### config.mk
export PLATFORM = sky130hd
export DESIGN_NAME = heq_ram
export DESIGN_NICKNAME = d
export VERILOG_FILES = /design/src/hw/rtl/heq_ram.sv
export SDC_FILE = /design/constraint.sdc
export NUM_CORES = 2
export LEC_CHECK = 0
export BUFFER_PORTS_ARGS = -buffer_cell sky130_fd_sc_hd__buf_2
export CORE_MARGIN = 2
export CORE_UTILIZATION = 35
export CTS_BUF_LIST = sky130_fd_sc_hd__clkbuf_4 sky130_fd_sc_hd__clkbuf_8
export CTS_CLUSTER_SIZE = 24
export DETAILED_ROUTE_END_ITERATION = 10
export SETUP_SLACK_MARGIN = 0.1
export SYNTH_ARGS = -nofsm -noshare
export SYNTH_HDL_FRONTEND = slang
export SYNTH_SLANG_ARGS = --single-unit
### constraint.sdc
create_clock -name clk_i -period 3.3 [get_ports clk_i]
set_clock_uncertainty 0.05 [all_clocks]
set_input_delay 0.33 -clock clk_i [delete_from_list [all_inputs] [get_ports clk_i]]
set_output_delay 0.33 -clock clk_i [all_outputs]
set_load 0.02 [all_outputs]
### src/hw/rtl/heq_ram.sv
// generic simple dual-port ram with registered read
module heq_ram #(
  parameter  int WIDTH = 8,
  parameter  int DEPTH = 256,
  localparam int AW    = $clog2(DEPTH)
) (
  input  logic             clk_i,
  input  logic             we_i,
  input  logic [AW-1:0]    waddr_i,
  input  logic [WIDTH-1:0] wdata_i,
  input  logic             re_i,
  input  logic [AW-1:0]    raddr_i,
  output logic [WIDTH-1:0] rdata_o
);

  logic [WIDTH-1:0] mem [DEPTH];
  logic [WIDTH-1:0] rdata_q;

  always_ff @(posedge clk_i) begin
    if (we_i) mem[waddr_i] <= wdata_i;
    if (re_i) rdata_q <= mem[raddr_i];
  end

  assign rdata_o = rdata_q;

endmodule

==> run_results.csv <==
group,metric,value,unit
min_path,hold_path_startpoint,"raddr_i[4]",
place,dp_worst_setup_slack,-0.277,ns
timing,finalWorstSetupSlack,0.495,ns
logic_synthesis,ys_dominant_reg_cell,"edfxtp_1",
timing,max_clock_freq,356,MHz
worst_setup_path,setup.worst_path.end_class,"register",
logic_synthesis,synthesis.area,79600,sq um
place,placement.cell_area,86900,sq um
cts,clock_net_sink_count,2056,
floorplan,fp.dieW,481,um
drt,post_dr_wirelength_cell,26.8,um
run,maxCapViolations,0,
floorplan,placementRows,175,
worst_setup_path,crit_path_start,"mem[77][1]",
grt,overflow,0,
logic_synthesis,synth.yosys.seq_area_share,0.775,
worst_setup_path,cpMaxStageDelayCell,"nor4_1",
cts,cts_max_path_buffers,4,
worst_setup_path,critical_path.cell_chain,"mux4_2 > nor2b_1 > a211oi_1 > buf_4 > nor2_1 > nor4_1 > nor4_1",
logic_synthesis,yosys.area.top_type_share,0.775,
floorplan,die_height,481,um
place,hpwlAfterDp,129000,um
cts,cts_tree,"built",
run_status,status,"finished clean",
worst_setup_path,r2r_end,"rdata_o[1]",
logic_synthesis,yosys.cell_count.top_type,"edfxtp_1",
cts,clock_tree.root_cell,"clkbuf_8",
final_layout,sequential_cell_area,61700,sq um
drt,drc_violation_count_after_routing,0,
drt,vias,41100,
grt,wire_length_of_the_first_global_routing_pass,296000,um
worst_setup_path,worst-endpoint-required,3.98,ns
grt,grt_pass1_vias,41700,
logic_synthesis,yosys_warnings,0,
worst_setup_path,path_buf_inv,1,
grt,antenna_found_initial,12,
timing,timing.final.setup_violations,0,
logic_synthesis,postSynthRegisterBits,2056,
logic_synthesis,asyncSetResetFlopFracSynth,0,
floorplan,floorplan.initialDensity,0.351,
cts,path_clk_slew,0.06,ns
grt,globalRouteTotalUtil,0.176,
timing,final_hold_vio_count,0,
final_layout,area_growth_from_synthesis_to_final_layout,17.4,%
timing,slew_viol_final,0,
pwr,power_density,568,nW/um^2
cts,worst_skew_pair.late_latency,1.06,ns
logic_synthesis,synth_top_cell_by_area,"edfxtp_1",
floorplan,top_level_ports,35,
drt,route.antenna.remaining_nets,0,
drt,detail_route.iter0.violations,4407,
timing,tightestPinTransition,0.967,ns
grt,grt_start_max_net_pins,118,
worst_setup_path,regToRegStartpoint,"mem[77][1]",
cts,cts_made_buffers,348,
logic_synthesis,synthesis.instances,3733,
logic_synthesis,synth_edf_count,2056,
worst_setup_path,family_with_the_most_delay_on_the_worst_path,"simple AND/OR/NAND/NOR gates",
timing,post-route-period-util,0.850,
worst_setup_path,cpMostUsedCell,"nor4_1",
worst_setup_path,worst-path-max-fanout,1,
place,gp_routability_congestion,0.818,
final_layout,final_design_area_no_fill,93500,sq um
final_layout,multi_input_area,16500,sq um
place,port_buffers,34,
drt,total_routed_wirelength,205000,um
worst_setup_path,worstSetupPathType,"reg2reg",
logic_synthesis,net_count_after_synthesis,3760,
floorplan,core_ar,227000,sq um
worst_setup_path,r2r_cells,7,
worst_setup_path,critPathMaxStageDelay,0.72,ns
logic_synthesis,postSynthAreaPerCell,21.3,sq um
worst_setup_path,worst_setup_path_start_kind,"register",
logic_synthesis,synthDistinctLibCells,54,
drt,drt-vias-per-instance,5.35,
worst_setup_path,path_depth,7,
timing,timing.slew.headroom,0.355,
worst_setup_path,worstPathArrival,3.48,ns
min_path,hold_path.class,"in2reg",
drt,number_of_iterations_in_the_first_detailed_routing_pass,6,
final_layout,nFillCells,20000,
timing,final_critical_delay_including_setup_and_external_delays,2.81,ns
pwr,irDropWorstVdd,0.000400,V
final_layout,layout-drive-gt1-share,0.331,
worst_setup_path,regToRegSetupSlack,0.49,ns
cts,post_cts_resize_count,0,
logic_synthesis,synth_top_cells_by_count,"edfxtp_1 (2056), mux4_2 (454), nor2_1 (282)",
worst_setup_path,endpoint,"rdata_o[1]",
logic_synthesis,synth_area_leaders,"edfxtp_1 (78%), mux4_2 (13%), mux2i_1 (1.7%)",
floorplan,floorplan.die_area,231000,sq um
timing,rsz0062_at_grt,"no",
final_layout,nets,4457,
cts,ctsHtreeMaxLevel,5,
pwr,leakage,29.9,nW
## cells by family (layout without fill, tap and decap cells)
logic type / after synthesis / in the layout / share of synthesized area
AO/OA/AOI/OAI: 385 / 385 / 0.0342
buffers and inverters: 235 / 1164 / 0.0183
flip-flops: 2056 / 2056 / 0.775
multiplexers: 591 / 591 / 0.146
other: 0 / 4 / 0
AND/OR/NAND/NOR: 466 / 466 / 0.0263
## tightest hold or removal path, stage by stage
cell and delay, ns:
buf_2 0.25, a22oi_1 0.23, buf_4 0.17, nor4_2 0.04
## worst min-delay path by stage
| stage | to | slack, ns | cells after the start |
|---|---|---|---|
| finish | rdata_o[6] | 0.14 | 4 |
| global route | rdata_o[6] | 0.12 | 4 |
| CTS | rdata_o[6] | 0.04 | 4 |
| detailed placement | mem[201][0] | 0.76 | 1 |
| global placement | mem[202][0] | 0.75 | 1 |
| floorplan | mem[0][0] | 0.38 | 0 |
## metal layers
metal,share of wire,vias to the layer above,global-route usage
met5,0.000063,-,0
met4,0.023,2,0.0494
met3,0.083,282,0.0406
met2,0.48,1726,0.281
met1,0.41,21900,0.243
li1,-,17100,-
## metrics by stage
step / power [mW] / cells / hold slack [ns] / utilization / TNS (ns)
finish: 53.1 / 7675 / 0.141 / 0.412 / 0
global route: 54.9 / 7673 / 0.122 / 0.412 / 0
CTS: 53.6 / 7671 / 0.0358 / 0.412 / 0
detailed placement: 32.3 / 7072 / 0.764 / 0.383 / -0.883
global placement: 32.2 / 7072 / 0.754 / 0.383 / -1.04
floorplan: 30.8 / 3733 / 0.379 / - / 0
## placed cells by master, fill, tap and decap left out, types with 4 or more instances in the layout
cell type,instances
a211oi_1,16
a21oi_1,96
a221oi_1,13
a22o_1,8
a22oi_1,133
and2_1,6
buf_12,56
buf_2,22
buf_4,475
buf_8,9
bufinv_16,6
clkbuf_4,110
clkbuf_8,356
clkinv_1,76
clkinv_2,28
clkinvlp_4,5
diode_2,4
dlygate4sd3_1,17
edfxtp_1,2056
mux2i_1,134
mux4_2,454
nand2_1,33
nand2b_1,8
nand3_1,34
nand4_1,10
nor2_1,279
nor2b_1,28
nor3_1,22
nor4_1,24
o211ai_1,10
o21ai_0,10
o221ai_1,46
o22a_1,5
o22ai_1,28
o32ai_1,4
or2_2,4
## flip-flops by register name (all words and copies together) (netlist names)
register,flops
mem,2048
rdata_o,8
## where the power goes
part           total, mW  switching [mW]  internal, mW
clock network       21.4            9.79          11.6
logic               2.88            1.79          1.10
registers           28.9          0.0392          28.8
## area by class of cell
cell class / instances / area share
timing repair buffer: 580 / 0.0547
antenna: 4 / 0.000107
inverter: 2 / 0.0000803
tap: 3009 / 0.0403
multi-input combinational: 1442 / 0.176
clock inverter: 117 / 0.00715
sequential: 2056 / 0.660
clock buffer: 465 / 0.0611
## timing repair
item,4_1_cts,5_1_grt
setup buffers,0,0
hold buffers,17,0
hold endpoints to repair,974,0
Power figures use the tool's default switching activity.
