[config.mk]
export PLATFORM = sky130hd
export DESIGN_NAME = heq_lvl
export DESIGN_NICKNAME = d
export VERILOG_FILES = /design/src/hw/rtl/heq_pkg.sv /design/src/hw/rtl/heq_lvl.sv
export SDC_FILE = /design/constraint.sdc
export NUM_CORES = 1
export LEC_CHECK = 0
export BUFFER_PORTS_ARGS = -buffer_cell sky130_fd_sc_hd__clkbuf_2
export CAP_MARGIN = 20
export CORE_ASPECT_RATIO = 1.75
export CORE_UTILIZATION = 50
export CTS_CLUSTER_DIAMETER = 80
export DETAILED_ROUTE_END_ITERATION = 7
export PLACE_DENSITY = 0.67
export RECOVER_POWER = 25
export SLEW_MARGIN = 20
export SYNTH_ARGS = -nofsm -noshare
export SYNTH_HDL_FRONTEND = slang
export SYNTH_SLANG_ARGS = --single-unit
[constraint.sdc]
create_clock -name clk_i -period 19.16 [get_ports clk_i]
set_input_delay 4.79 -clock clk_i [delete_from_list [all_inputs] [get_ports clk_i]]
set_output_delay 4.79 -clock clk_i [all_outputs]
set_load 0.01 [all_outputs]
[src/hw/rtl/heq_pkg.sv]
// shared types, constants and helpers of the histogram equalization block
package heq_pkg;

  localparam int LEVELS     = 256;
  localparam int COUNT_BITS = 22;
  localparam int PIX_W      = 8;
  localparam int LEVEL_W    = 8;
  localparam int IDX_W      = $clog2(LEVELS);
  localparam int PROD_W     = COUNT_BITS + LEVEL_W;
  localparam int STEP_W     = $clog2(LEVEL_W);
  localparam int DATA_W     = 32;
  localparam int ADDR_W     = 3;

  typedef logic [COUNT_BITS-1:0] count_t;
  typedef logic [IDX_W-1:0]      idx_t;
  typedef logic [LEVEL_W-1:0]    level_t;
  typedef logic [PIX_W-1:0]      pix_t;

  localparam count_t TOTAL_MAX = '1;
  localparam idx_t   LAST_IDX  = IDX_W'(LEVELS - 1);
  localparam logic [ADDR_W-3:0] REG_MAX_LEVEL = '0;
  localparam level_t MAX_LEVEL_RST = 8'd255;

  typedef enum logic [1:0] {
    OP_CLEAR = 2'd0,
    OP_COUNT = 2'd1,
    OP_MAP   = 2'd2,
    OP_NONE  = 2'd3
  } op_e;

  // request to the level unit: floor(cum * level / total)
  typedef struct packed {
    logic   start;
    count_t cum;
    level_t level;
    count_t total;
  } lvl_req_t;

  typedef struct packed {
    logic   done;
    level_t quot;
  } lvl_rsp_t;

  // clamp a pixel to max_level and to the top bin
  function automatic idx_t clamp_idx(input pix_t pix, input level_t lvl);
    pix_t v;
    v = (pix > lvl) ? lvl : pix;
    if (v > PIX_W'(LEVELS - 1)) v = PIX_W'(LEVELS - 1);
    return IDX_W'(v);
  endfunction

endpackage

[src/hw/rtl/heq_lvl.sv]
// level unit: one multiply, then restoring division one quotient bit per cycle
module heq_lvl (
  input  logic              clk_i,
  input  logic              rst_ni,
  input  heq_pkg::lvl_req_t req_i,
  output heq_pkg::lvl_rsp_t rsp_o
);

  typedef enum logic [2:0] {
    L_IDLE = 3'b001,
    L_MUL  = 3'b010,
    L_DIV  = 3'b100
  } lvl_state_e;

  lvl_state_e                    state_q, state_d;
  logic                          done_q, done_d;
  heq_pkg::count_t               cum_q, cum_d;
  heq_pkg::count_t               div_q, div_d;
  heq_pkg::level_t               lvl_q, lvl_d;
  heq_pkg::level_t               quot_q, quot_d;
  logic [heq_pkg::PROD_W-1:0]    rem_q, rem_d;
  logic [heq_pkg::STEP_W-1:0]    step_q, step_d;
  logic [heq_pkg::PROD_W-1:0]    prod;
  logic [heq_pkg::PROD_W-1:0]    trial;
  logic                          ge;

  assign prod  = cum_q * lvl_q;
  assign trial = heq_pkg::PROD_W'(div_q) << step_q;
  // empty histogram: zero divisor never subtracts, quotient stays zero
  assign ge    = (div_q != '0) && (rem_q >= trial);

  always_comb begin
    state_d = state_q;
    done_d  = 1'b0;
    cum_d   = cum_q;
    div_d   = div_q;
    lvl_d   = lvl_q;
    quot_d  = quot_q;
    rem_d   = rem_q;
    step_d  = step_q;
    unique case (state_q)
      L_IDLE: begin
        if (req_i.start) begin
          cum_d   = req_i.cum;
          div_d   = req_i.total;
          lvl_d   = req_i.level;
          quot_d  = '0;
          state_d = L_MUL;
        end
      end
      L_MUL: begin
        rem_d   = prod;
        step_d  = heq_pkg::STEP_W'(heq_pkg::LEVEL_W - 1);
        state_d = L_DIV;
      end
      L_DIV: begin
        if (ge) rem_d = rem_q - trial;
        quot_d[step_q] = ge;
        if (step_q == '0) begin
          done_d  = 1'b1;
          state_d = L_IDLE;
        end else begin
          step_d = step_q - 1'b1;
        end
      end
      default: state_d = L_IDLE;
    endcase
  end

  always_ff @(posedge clk_i or negedge rst_ni) begin
    if (!rst_ni) begin
      state_q <= L_IDLE;
      done_q  <= 1'b0;
    end else begin
      state_q <= state_d;
      done_q  <= done_d;
    end
  end

  always_ff @(posedge clk_i) begin
    cum_q  <= cum_d;
    div_q  <= div_d;
    lvl_q  <= lvl_d;
    quot_q <= quot_d;
    rem_q  <= rem_d;
    step_q <= step_d;
  end

  assign rsp_o.done = done_q;
  assign rsp_o.quot = quot_q;

endmodule

==> out/qor.csv, run 1 <==
stage;metric;value;unit
run_status;status;complete, but fails checks;
run_status;failing checks;max-capacitance violations, max-slew violations;
floorplan;I/O pins;64;
place;DP HPWL;19.8;mm
cts;H-tree depth;3;
global_route;first-pass GRT wire length;42.4;mm
finish;commonest non-fill, non-tap cell in the layout;and2_1;
routing;post-DR wirelength/cell;16.6;um
finish;ANT cells;0;
floorplan;Starting Density;0.513;
routing;total vias in the final route;8392;
place;RePlAce Congestion;0.899;
cts;TritonCTS Sinks;97;
setup_path;WS Path Type;input pin to flip-flop;
timing;slew margin rel.;-0.193;
global_route;vias in the first global route;8890;
finish;area grow syn2layout;7.13;%
cts;worst-case clock buffer depth;2;
finish;nets;1473;
timing;setup tns final;0;ns
yosys;Cell variety after synth;62;
finish;commonest cells after routing, fill and taps aside;133 x and2_1, 125 x inv_1, 121 x fa_1;
yosys;Synth Register Bits;97;
cts;setup bufs post-CTS;0;
timing;Final min period;6.03;ns
global_route;gr ovfl total;0;
routing;Antenna Violating Nets Remaining;0;
cts;CTS root buffer;clkbuf_16;
setup_path;CP max-delay cell;buf_4;
yosys;number of enable-type register cells in the synthesized netlist;93;
global_route;initial antenna violation count;0;
cts;Worst-path clk slew;0.07;ns
timing;Fin Clk Skew;0.0141;ns
routing;1st-pass router iterations;4;
yosys;cell area after synthesis;0.0114;mm^2
yosys;Synth top area share;0.246;
floorplan;row count;72;
yosys;Top FF cell, synth;edfxtp_1;
setup_path;data required time of the worst path;19.23;ns
setup_path;crit path DAT;6.10;ns
timing;Finish-stage setup viols;0;
floorplan;chip height;201;um
cts;Num CTS Buffers;9;
timing;Fin. Hold Viols;0;
floorplan;chip width;116;um
yosys;Post-Synthesis Cells;1192;
routing;drc violations;0;
timing;max frequency;0.166;GHz
yosys;Synth async-reset ratio;0.0412;
setup_path;Setup crit end kind;flip-flop;
timing;Slew Viols, Final;40;
floorplan;Core Box Area;0.0222;mm^2
run;max cap viols;1;
routing;routed wl met2;13.8;mm
yosys;Synth area leader;edfxtp_1;
finish;Final Util;0.549;
floorplan;Die Footprint;0.0234;mm^2
place;PortBufs;63;
routing;top layer reached by signal wires;met4;
cts;Clock Latency Late Sink;0.37;ns
cts;TritonCTS clock tree;done;
yosys;Yosys Warn Count;0;
yosys;Seq/Total Area, Yosys;0.255;
setup_path;CP Max Fanout;54;
routing;M1 wire length;9.87;mm
setup_path;crit path cell chain;clkbuf_2 -> nor4bb_4 -> buf_4 -> or2_2;
routing;initial drt markers;461;
cts;Hold Buf Count CTS;0;
yosys;synth top area cells;edfxtp_1 25%, fa_1 21%, ha_1 8.9%;
timing;RSZ-0062 raised after global routing;no;
routing;Total Wirelength;25.2;mm
setup_path;CP max stage delay;0.61;ns
global_route;pin count of the biggest net entering global routing;55;
global_route;GRT Total Usage;0.234;
cts;# resized after CTS;0;
timing;fin crit share;0.315;
yosys;Synthesized Nets;1449;
routing;vias per cell;5.53;
routing;DR WL met3;644;um
worst_hold_path;Hold Crit Class;flip-flop to flip-flop;
finish;share of cells above drive strength 1;0.0811;
timing;pin slew with the least headroom to its limit;1.79;ns
yosys;Mapped Avg Cell Area;9.54;um^2
setup_path;CP Launch Type;input pin;
## logic make-up after synthesis
group	synth area share
and+or+nand+nor	0.182
AOI/OAI and AO/OA	0.124
adders and majority gates	0.302
buffers and inverters	0.0608
DFF	0.255
xor gates and xnor gates	0.0362
muxes	0.0410
## per-stage QoR
stage	setup slack, ns	area (um^2)	hold slack, ns	cells
6_report	13.13	12200	0.549	1517
5_1_grt	12.97	12200	0.597	1517
4_1_cts	13.10	12200	0.554	1517
3_5_place_dp	12.71	11900	0.537	1501
3_3_place_gp	12.73	11900	0.555	1501
2_1_floorplan	8.16	11400	0.472	1192
## cell type report
cell class | count | area [um^2]
clock inverters | 5 | 37.5
clock buffers | 11 | 253
multi-input cells | 914 | 7800
inverters | 125 | 469
repair buffers | 69 | 352
well taps | 296 | 370
flip-flops and latches | 97 | 2890
fillers | 2138 | 9980
## flip-flops by register name (all words and copies together) (netlist names)
register  flops
cum_q        22
div_q        22
done_q        1
lvl_q         8
quot_q        8
rem_q        30
state_q       3
step_q        3
## synthesized netlist by cell type (3+ instances only)
| library cell | number |
|---|---|
| and2_1 | 134 |
| inv_1 | 125 |
| fa_1 | 121 |
| nand2_1 | 106 |
| edfxtp_1 | 93 |
| ha_1 | 81 |
| a21oi_1 | 80 |
| nor2_1 | 57 |
| clkbuf_1 | 50 |
| o21ai_0 | 43 |
| mux2i_1 | 33 |
| nand3_1 | 27 |
| xnor2_1 | 26 |
| xor2_1 | 21 |
| a21o_1 | 19 |
| nor2b_1 | 17 |
| nand4_1 | 14 |
| a211oi_1 | 11 |
| a31oi_1 | 11 |
| o21a_1 | 10 |
| nor3_1 | 9 |
| o21ai_1 | 9 |
| nor4_1 | 8 |
| nand2b_1 | 7 |
| and3_1 | 6 |
| o211ai_1 | 6 |
| o31ai_1 | 6 |
| buf_1 | 4 |
| mux2_2 | 4 |
| mux4_2 | 4 |
| o21bai_1 | 4 |
| dfrtp_1 | 3 |
| o31a_1 | 3 |
| or3_1 | 3 |
## critical path: cells and delay by family
kind          cells  cell delay, ns
buf+inv           2            0.70
simple gates      2            0.60
## metal layers
metal | vias up | track usage
met3 | 51 | 0.0286
met2 | 141 | 0.443
li1 | 4100 | -
met4 | 0 | 0.0994
met5 | - | 0
met1 | 4100 | 0.255
## worst paths after layout
kind	cells past startpoint	start	to	slack, ns
setup reg to reg	18	lvl_q[3]$_DFFE_PP_	rem_q[25]$_DFFE_PP_	13.41
hold / removal	1	state_q[0]$_DFFE_PN1P_	state_q[2]$_DFFE_PN0P_	0.55
max in group asynchronous	1	rst_ni	state_q[0]$_DFFE_PN1P_	14.68
min in group asynchronous	1	rst_ni	done_q$_DFF_PN0_	4.23
setup / recovery	4	req_i[52]	quot_q[2]$_SDFFCE_PN0P_	13.13
hold reg to reg	1	state_q[0]$_DFFE_PN1P_	state_q[2]$_DFFE_PN0P_	0.55
Power of run 1 is not shown: default switching activity piles up to over one toggle a cycle in this logic, so the estimate is an artifact.
==> inputs of run 2 (changes only) <==
- ABC_AREA: unset -> 1
- clock period: 19.16 -> 5.8 ns (I/O delays scaled with it)
==> out/qor.csv, run 2 <==
stage;metric;value;unit;change
cts;TritonCTS clock tree;done;;
global_route;first-pass GRT wire length;53.8;mm;+27%
setup_path;CP Max Fanout;19;;-65%
floorplan;Core Box Area;0.0252;mm^2;+14%
finish;commonest non-fill, non-tap cell in the layout;nand2_1;;
place;PortBufs;63;;unchanged
cts;Worst-path clk slew;0.07;ns;about the same
timing;Slew Viols, Final;0;;-100%
yosys;Cell variety after synth;44;;-29%
cts;setup bufs post-CTS;0;;unchanged
yosys;number of enable-type register cells in the synthesized netlist;93;;unchanged
setup_path;crit path cell chain;buf_4 -> nand2_1 -> inv_1 -> fa_1 -> fa_1 -> fa_1 -> inv_1 -> fa_1 -> inv_1 -> ha_1 -> nand2_1 -> nand2_1 -> a21oi_1 -> nand2_1 -> nand2_1 -> nand2_1 -> or2_0 -> nand3_1 -> o21ai_1;;
floorplan;Die Footprint;0.0264;mm^2;+13%
finish;# fillers;2526;;+18%
timing;Fin Clk Skew;0.0136;ns;-0.000462 ns
routing;post-DR wirelength/cell;14.8;um;-11%
finish;Final Non-Filler Cells;2195;;+45%
place;placed cells;2179;;+45%
setup_path;crit path DAT;5.16;ns;-0.94 ns
yosys;Synth Register Bits;97;;unchanged
yosys;synth top area cells;edfxtp_1 22%, fa_1 19%, nand2_1 19%;;
setup_path;data required time of the worst path;5.93;ns;-13.30 ns
cts;Hold Buf Count CTS;0;;unchanged
routing;vias per cell;5.00;;-9.5%
timing;fin crit share;0.868;;
global_route;gr ovfl total;0;;unchanged
cts;Clock Latency Late Sink;0.38;ns;about the same
yosys;Post-Synthesis Cells;1852;;+55%
place;Area after DPL;0.0134;mm^2;+12%
floorplan;chip width;123;um;+6.2%
routing;total vias in the final route;11000;;+31%
setup_path;WS Path Type;flip-flop to flip-flop;;
yosys;Synth async-reset ratio;0.0412;;unchanged
global_route;vias in the first global route;11600;;+31%
timing;RSZ-0062 raised after global routing;no;;
yosys;most frequent cell after synthesis;nand2_1;;
global_route;pin count of the biggest net entering global routing;41;;-25%
routing;initial drt markers;440;;-4.6%
timing;Finish-stage setup viols;0;;unchanged
finish;commonest cells after routing, fill and taps aside;634 x nand2_1, 441 x inv_1, 121 x fa_1;;
place;RePlAce Congestion;0.957;;+6.5%
yosys;Synth area leader;edfxtp_1;;
setup_path;CP Launch Type;flip-flop;;
cts;CTS root buffer;clkbuf_16;;
yosys;Synthesized Nets;2109;;+46%
finish;Top reg by flops;rem_q;;
timing;Fin. Hold Viols;0;;unchanged
finish;nets;2131;;+45%
setup_path;Setup crit end kind;flip-flop;;
timing;max frequency;0.199;GHz;
timing;setup tns final;0;ns;unchanged
yosys;Synth top cells by count;634 x nand2_1, 441 x inv_1, 121 x fa_1;;
yosys;Yosys Warn Count;0;;unchanged
run;max cap viols;0;;-1
routing;1st-pass router iterations;6;;+2
finish;area grow syn2layout;6.39;%;
cts;worst-case clock buffer depth;2;;unchanged
floorplan;row count;77;;+6.9%
floorplan;Starting Density;0.509;;-0.00400
routing;drc violations;0;;unchanged
worst_hold_path;Hold Crit Class;flip-flop to flip-flop;;
timing;pin slew with the least headroom to its limit;0.908;ns;-0.881 ns
setup_path;slack of the worst reg-to-reg path;0.77;ns;-12.64 ns
cts;# resized after CTS;0;;unchanged
run_status;status;completed;;
global_route;GRT Total Usage;0.266;;+0.0316
floorplan;I/O pins;64;;unchanged
yosys;Mapped Avg Cell Area;6.94;um^2;-27%
routing;Antenna Violating Nets Remaining;0;;unchanged
setup_path;CP max stage delay;0.85;ns;+0.24 ns
timing;slew margin rel.;0.395;;+0.587
setup_path;CP dominant cell by count;nand2_1;;
routing;Total Wirelength;32.6;mm;+29%
cts;TritonCTS Sinks;97;;unchanged
cts;Num CTS Buffers;9;;unchanged
global_route;initial antenna violation count;0;;unchanged
finish;max reg flops;30;;unchanged
place;DP HPWL;27.4;mm;+38%
timing;Final min period;5.03;ns;
yosys;Top FF cell, synth;edfxtp_1;;
finish;share of cells above drive strength 1;0.0708;;-0.0103
floorplan;chip height;214;um;+6.2%
setup_path;CP max-delay cell;edfxtp_1;;
yosys;Synth top area share;0.217;;-0.0283
yosys;Seq/Total Area, Yosys;0.225;;-0.0293
finish;ANT cells;0;;unchanged
finish;biggest regs;rem_q x30, cum_q x22, div_q x22;;
yosys;cell area after synthesis;0.0128;mm^2;+13%
cts;H-tree depth;3;;unchanged
finish;design area;0.0137;mm^2;+12%
-- run 2: changes by cell type after synthesis, moves of 17 or more --
cell / delta
mux2i_1: -30
a21o_1: -17
inv_1: +316
a21oi_1: -32
nand2_1: +528
o21ai_0: +34
nor2_1: +38
nor2b_1: -17
nand3_1: +53
xnor2_1: -24
and2_1: -130
-- run 2: cell type report --
| type | instances | area, um^2 | share of cell area |
|---|---|---|---|
| clock buffer | 12 | 256 | 0.0188 |
| clock inverter | 4 | 58.8 | 0.00430 |
| inverter | 449 | 1690 | 0.123 |
| multi-input combinational | 1246 | 8000 | 0.586 |
| sequential | 97 | 2890 | 0.212 |
| tap | 316 | 395 | 0.0289 |
| timing repair buffer | 71 | 374 | 0.0274 |
-- run 2: worst paths after layout --
| check | end | cells after the start | startpoint |
|---|---|---|---|
| max | rem_q[15]$_DFFE_PP_ | 19 | lvl_q[6]$_DFFE_PP_ |
| min | state_q[0]$_DFFE_PN1P_ | 3 | state_q[2]$_DFFE_PN0P_ |
| max reg2reg | rem_q[15]$_DFFE_PP_ | 19 | lvl_q[6]$_DFFE_PP_ |
| min reg2reg | state_q[0]$_DFFE_PN1P_ | 3 | state_q[2]$_DFFE_PN0P_ |
| max in group asynchronous | state_q[0]$_DFFE_PN1P_ | 1 | rst_ni |
| min in group asynchronous | state_q[1]$_DFFE_PN0P_ | 1 | rst_ni |
-- run 2: routing by layer --
metal | global-route usage | share of wire
met2 | 0.515 | 0.55
met3 | 0.0282 | 0.025
met1 | 0.248 | 0.35
met5 | 0 | 0
met4 | 0.187 | 0.073
-- run 2: logic make-up (layout without fill, tap and decap cells) --
group / count (synthesis) / count (layout) / share of synthesized area
flops: 97 / 97 / 0.225
compound gates: 154 / 154 / 0.0647
mux: 3 / 3 / 0.00234
simple gates: 876 / 876 / 0.280
xor+xnor: 11 / 11 / 0.00750
buf+inv: 509 / 536 / 0.152
fa+ha+maj: 202 / 202 / 0.267
-- run 2: critical path, delay by kind of cell, from the launching register on --
family | cells | cell delay, ns
fa+ha+maj | 5 | 2.21
flops | 1 | 0.85
simple gates | 8 | 0.85
buf+inv | 4 | 0.43
compound gates | 2 | 0.43
-- run 2: stage by stage --
stage	utilization	setup WS (ns)	hold WS, ns
2_1_floorplan	-	1.63	0.501
3_3_place_gp	0.529	0.874	0.529
3_5_place_dp	0.529	0.799	0.546
4_1_cts	0.541	0.815	0.558
5_1_grt	0.541	0.510	0.609
6_report	0.541	0.766	0.566
Power of run 2 is left out for the same reason.
